--- config.mk ---
export PLATFORM = sky130hd
export DESIGN_NAME = mtw_ctrl
export DESIGN_NICKNAME = d
export VERILOG_FILES = /design/src/hw/rtl/mtw_pkg.sv /design/src/hw/rtl/mtw_ctrl.sv
export SDC_FILE = /design/constraint.sdc
export NUM_CORES = 1
export LEC_CHECK = 0
export BUFFER_PORTS_ARGS = -buffer_cell sky130_fd_sc_hd__buf_2
export CAP_MARGIN = 10
export CELL_PAD_IN_SITES_DETAIL_PLACEMENT = 2
export CELL_PAD_IN_SITES_GLOBAL_PLACEMENT = 2
export CORE_MARGIN = 2
export CORE_UTILIZATION = 30
export CTS_CLUSTER_DIAMETER = 30
export DETAILED_ROUTE_END_ITERATION = 12
export PLACE_DENSITY_LB_ADDON = 0.05
export SLEW_MARGIN = 40
export SYNTH_ARGS = -nofsm -noshare
export SYNTH_HDL_FRONTEND = slang
export SYNTH_SLANG_ARGS = --single-unit
--- constraint.sdc ---
create_clock -name clock -period 3.4 [get_ports clock]
set_input_delay 0.68 -clock clock [delete_from_list [all_inputs] [get_ports clock]]
set_output_delay 0.68 -clock clock [all_outputs]
set_load 0.02 [all_outputs]
--- src/hw/rtl/mtw_pkg.sv ---
`default_nettype none
package mtw_pkg;

   localparam int STATE_WORDS  = 624;
   localparam int TWIST_OFFSET = 397;
   localparam int LANES        = 8;
   localparam int WORD_W       = 32;
   localparam int ADDR_W       = 10;

   localparam logic [ADDR_W-1:0] LAST_ADDR = ADDR_W'(STATE_WORDS - 1);
   localparam logic [ADDR_W-1:0] END_POS   = ADDR_W'(STATE_WORDS);
   localparam logic [ADDR_W-1:0] FAR_OFS   = ADDR_W'(TWIST_OFFSET);

   localparam logic [WORD_W-1:0] MATRIX_A   = 32'h9908_B0DF;
   localparam logic [WORD_W-1:0] UPPER_BIT  = 32'h8000_0000;
   localparam logic [WORD_W-1:0] LOWER_BITS = 32'h7FFF_FFFF;
   localparam logic [WORD_W-1:0] SEED_MULT  = 32'h6C07_8965;
   localparam logic [WORD_W-1:0] TEMPER_B   = 32'h9D2C_5680;
   localparam logic [WORD_W-1:0] TEMPER_C   = 32'hEFC6_0000;

   localparam logic CMD_SEED = 1'b0;
   localparam logic CMD_DRAW = 1'b1;

   typedef enum logic [3:0] {
      S_IDLE,
      S_SEED_W0,
      S_SEED_MUL,
      S_SEED_WR,
      S_TW_LOAD,
      S_TW_LOADW,
      S_TW_RD,
      S_TW_WR,
      S_DRAW_RD,
      S_DRAW_OUT
   } state_type;

   typedef enum logic [1:0] {
      WSRC_SEED,
      WSRC_INIT,
      WSRC_TWIST
   } wsrc_type;

   typedef struct packed {
      logic              load_seed;
      logic [ADDR_W-1:0] addr_a;
      logic [ADDR_W-1:0] addr_b;
      logic              we;
      logic [ADDR_W-1:0] waddr;
      wsrc_type          wsrc;
      logic              prod_step;
      logic              cur_load;
      logic              out_load;
      logic              mark_seeded;
   } cmd_type;

   typedef struct packed {
      logic out_busy;
   } status_type;

   function automatic logic [WORD_W-1:0] temper(input logic [WORD_W-1:0] x);
      logic [WORD_W-1:0] y;
      y = x ^ (x >> 11);
      y = y ^ ((y << 7) & TEMPER_B);
      y = y ^ ((y << 15) & TEMPER_C);
      y = y ^ (y >> 18);
      return y;
   endfunction

   function automatic logic [WORD_W-1:0] twist_word(input logic [WORD_W-1:0] cur,
                                                    input logic [WORD_W-1:0] nxt,
                                                    input logic [WORD_W-1:0] far);
      logic [WORD_W-1:0] y;
      logic [WORD_W-1:0] r;
      y = (cur & UPPER_BIT) | (nxt & LOWER_BITS);
      r = far ^ (y >> 1);
      if (y[0]) begin
         r = r ^ MATRIX_A;
      end
      return r;
   endfunction

endpackage
`default_nettype wire

--- src/hw/rtl/mtw_ctrl.sv ---
`default_nettype none
module mtw_ctrl
   import mtw_pkg::*;
(
   input  wire logic       clock,
   input  wire logic       reset,
   input  wire logic       req_tvalid,
   output logic            req_tready,
   input  wire logic       req_command,
   input  wire status_type status,
   output cmd_type         cmd
);

   state_type         state_ff, state_in;
   logic [ADDR_W-1:0] idx_ff, idx_in;
   logic [ADDR_W-1:0] pos_ff, pos_in;
   logic              accept;
   logic [ADDR_W-1:0] far_sum;

   assign req_tready = (state_ff == S_IDLE);
   assign accept     = req_tvalid && req_tready;
   assign far_sum    = idx_ff + FAR_OFS;

   always_comb begin
      state_in = state_ff;
      idx_in   = idx_ff;
      pos_in   = pos_ff;
      unique case (state_ff)
         S_IDLE: begin
            if (accept) begin
               if (req_command == CMD_SEED) begin
                  state_in = S_SEED_W0;
               end else if (pos_ff >= END_POS) begin
                  state_in = S_TW_LOAD;
               end else begin
                  state_in = S_DRAW_RD;
               end
            end
         end
         S_SEED_W0: begin
            idx_in   = ADDR_W'(1);
            state_in = S_SEED_MUL;
         end
         S_SEED_MUL: state_in = S_SEED_WR;
         S_SEED_WR: begin
            if (idx_ff == LAST_ADDR) begin
               pos_in   = END_POS;
               state_in = S_IDLE;
            end else begin
               idx_in   = idx_ff + ADDR_W'(1);
               state_in = S_SEED_MUL;
            end
         end
         S_TW_LOAD: begin
            idx_in   = '0;
            state_in = S_TW_LOADW;
         end
         S_TW_LOADW: state_in = S_TW_RD;
         S_TW_RD:    state_in = S_TW_WR;
         S_TW_WR: begin
            if (idx_ff == LAST_ADDR) begin
               pos_in   = '0;
               state_in = S_DRAW_RD;
            end else begin
               idx_in   = idx_ff + ADDR_W'(1);
               state_in = S_TW_RD;
            end
         end
         S_DRAW_RD: state_in = S_DRAW_OUT;
         S_DRAW_OUT: begin
            if (!status.out_busy) begin
               pos_in   = pos_ff + ADDR_W'(1);
               state_in = S_IDLE;
            end
         end
         default: state_in = S_IDLE;
      endcase
   end

   always_comb begin
      cmd           = '0;
      cmd.wsrc      = WSRC_TWIST;
      cmd.load_seed = accept && (req_command == CMD_SEED);
      unique case (state_ff)
         S_SEED_W0: begin
            cmd.we    = 1'b1;
            cmd.waddr = '0;
            cmd.wsrc  = WSRC_SEED;
         end
         S_SEED_MUL: cmd.prod_step = 1'b1;
         S_SEED_WR: begin
            cmd.we          = 1'b1;
            cmd.waddr       = idx_ff;
            cmd.wsrc        = WSRC_INIT;
            cmd.mark_seeded = (idx_ff == LAST_ADDR);
         end
         S_TW_LOAD:  cmd.addr_a   = '0;
         S_TW_LOADW: cmd.cur_load = 1'b1;
         S_TW_RD: begin
            cmd.addr_a = (idx_ff == LAST_ADDR) ? '0 : idx_ff + ADDR_W'(1);
            cmd.addr_b = (far_sum >= END_POS) ? far_sum - END_POS : far_sum;
         end
         S_TW_WR: begin
            cmd.we    = 1'b1;
            cmd.waddr = idx_ff;
            cmd.wsrc  = WSRC_TWIST;
         end
         S_DRAW_RD: cmd.addr_a = pos_ff;
         S_DRAW_OUT: begin
            cmd.addr_a   = pos_ff;
            cmd.out_load = !status.out_busy;
         end
         default: ;
      endcase
   end

   always_ff @(posedge clock) begin
      if (reset) begin
         state_ff <= S_IDLE;
         idx_ff   <= '0;
         pos_ff   <= END_POS;
      end else begin
         state_ff <= state_in;
         idx_ff   <= idx_in;
         pos_ff   <= pos_in;
      end
   end

endmodule
`default_nettype wire

==> results.yml <==
final_layout:
  drive_gt1_share_pct: 22.3
  final_cells: 398
  final_area_mm2: 0.00240
  area_growth_pct: 16.2
  seqCellArea_um2: 484
  fillers: 803
  multi_input_area_mm2: 0.00146
  fin_nets: 329
  fin_util_pct: 35.7
  n_antenna_cell: 0
routing:
  drc: 0
  drt_iter0_markers: 54
  drt-wirelength-per-cell_um: 17.4
  viasPerCell: 5.40
  ant_nets: 0
  wirelength_um: 6920
  dr_total_vias: 2150
  dr.pass1.iters: 4
critical_path:
  reg2reg_setup_slack_ps: 1010
  timing.rr.end: "pos_ff[8]$_SDFFE_PP0P_"
  path_max_fanout: 11
  crit_arrival_ps: 2550
  crit_required_ps: 2720
  r2r-start: "state_ff[3]$_SDFFE_PP0P_"
  crit_type: "register to output pin"
  end_kind: "output pin"
  startpoint_type: "register"
  worst-r2r-cell-count: 5
synthesis:
  synth_most_common_cell: "nand2_1"
  synthTopCellsByCount: "nand2_1 (34), nor2_1 (30), dfxtp_1 (24)"
  synth_warnings: 0
  synth_area_mm2: 0.00206
  ys_seq_area_share_pct: 23.3
  synth_edf_count: 0
  yosys.area.top_type: "dfxtp_1"
  synth_top_area_share_pct: 23.3
  synth.area.top_cells: "dfxtp_1 (23%), nand2_1 (6.2%), nor2_1 (5.5%)"
  syn_avg_cell_area_um2: 7.17
  ys_types: 61
  synthCells: 288
  synthArstFlopShare_pct: 0
  synth_flop_cell: "dfxtp_1"
  ys_seq_elements: 24
  syn_nets: 298
floorplan:
  coreArea_mm2: 0.00672
  die_x_um: 87.0
  initial_core_util_pct: 30.7
  die_area_mm2: 0.00756
  io_pins: 44
  die_h_um: 87.0
  row_count: 30
sta:
  skew_ps: 4.16
  hold_slack_ps: 535
  finalMaxSlewViolations: 0
  fin_crit_ps: 3230
  finalHoldViolations: 0
  tightest_slew_ps: 503
  finalCritPeriodShare_pct: 95.0
  fin_tns_setup_ps: 0
  rsz0062_at_grt: "no"
  slew_headroom_pct: 66.2
  fin_ws_ps: 169
  setup_viol: 0
  fmax_mhz: 310
run_status:
  status: "complete, no violations"
placement:
  hpwl_um: 5320
  gp_congestion: 0.743
  pre_cts_slack_ps: 242
  dp.cells: 394
  placed_area_mm2: 0.00231
  io_buffer_count: 43
grt:
  grt-ovfl-total: 0
  grt_pass1_wl_um: 11500
  grt_max_degree: 19
  antenna_found_initial: 0
  grt_pass1_vias: 2228
  grt_use_total_pct: 19.4
clock_network:
  post_cts_buffers: 0
  numClockSinks: 24
  cts_tree: "built"
  clk_path_buf_depth: 2
  clk_latency_ps: 280
  clk_pin_slew_ps: 100
  htreeDepth: 1
  numCtsBuffers: 3
  cts-root-buf: "clkbuf_8"
min_path:
  worst_hold_path.endpoint: "pos_ff[8]$_SDFFE_PP0P_"
  hold_start: "pos_ff[8]$_SDFFE_PP0P_"
  whs_path_depth: 2
  holdCritPathClass: "register to register"
power:
  p_per_area_mw_per_mm2: 262
  power_mw: 0.628
  p_leak_nw: 0.991
  peakVddDrop_uv: 121
job:
  cap_violations: 0
[how the worst max path moves through the flow]
stage	start	to	slack [ps]	cells after the start
CTS	idx_ff[1]$_SDFFE_PP0P_	cmd[23]	20	8
floorplan	idx_ff[0]$_SDFFE_PP0P_	cmd[23]	530	8
detailed placement	idx_ff[0]$_SDFFE_PP0P_	cmd[23]	240	8
finish	idx_ff[0]$_SDFFE_PP0P_	cmd[23]	170	8
global route	idx_ff[0]$_SDFFE_PP0P_	cmd[23]	2	8
global placement	idx_ff[0]$_SDFFE_PP0P_	cmd[23]	390	8
[layout make-up]
type,count,share of cell area [%]
Clock buffer,4,2.30
Inverter,8,1.25
Multi-Input combinational cell,232,60.9
Sequential cell,24,20.2
Tap cell,80,4.17
Timing Repair Buffer,50,11.2
[critical path, cell delays in order (launching register included)]
cell and delay (ps):
dfxtp_2 410, a211o_4 380, a21boi_0 250, or2_2 170, ha_1 170, inv_1 50
or4b_1 520, a21oi_1 130, buf_2 180
[placed cells by master (no fill, tap or decap), drive strengths merged, types with 2 or more instances in the layout]
cell,n
mux2i,3
nand2b,2
inv,8
nand3b,2
a221o,3
xor2,5
o41ai,2
o21a,2
ha,5
and3b,2
nor2,32
and3,4
a21o,2
nand2,34
and2,12
a21boi,2
nor3b,3
nor3,8
or2,5
clkbuf,4
dfxtp,24
o211ai,3
nor4b,2
buf,50
xnor2,11
o21ai,25
nor4,2
a21oi,20
or3,5
a211oi,3
nand3,7
nand4bb,2
or3b,2
o31ai,4
[power breakdown]
part	internal, mW	switching [mW]	total [mW]
sequential	0.288	0.0173	0.305
combinational	0.0371	0.0696	0.107
clock	0.104	0.113	0.217
total	0.429	0.199	0.628
[kinds of logic after synthesis]
logic type,synth area share (%)
XOR/XNOR,6.79
buffers and inverters,7.15
flip-flops,23.3
AND/OR/NAND/NOR,33.6
multiplexers,1.45
AO/OA/AOI/OAI,24.7
adder cells (fa/ha/maj),3.03
[what timing repair did]
| item | CTS | global route |
|---|---|---|
| setup endpoints to repair | 2 | 3 |
| gates cloned | 0 | 0 |
| hold buffers | 0 | 0 |
| gates resized for setup | 1 | 6 |
[flip-flops by register name, indices dropped and copies added, names as in the netlist]
register and count:
pos_ff 10, idx_ff 10, state_ff 4
[per-layer routing]
layer / GRT usage [%] / vias up / part of all wire [%] / wire length [um]
li1: - / 1068 / - / -
met4: 3.41 / 0 / 0.77 / 53
met3: 1.99 / 5 / 1.8 / 124
met2: 34.6 / 26 / 50 / 3450
met1: 25.3 / 1051 / 48 / 3290
met5: 0 / - / 0 / 0
Note: power is estimated with default switching activity, not from simulation.
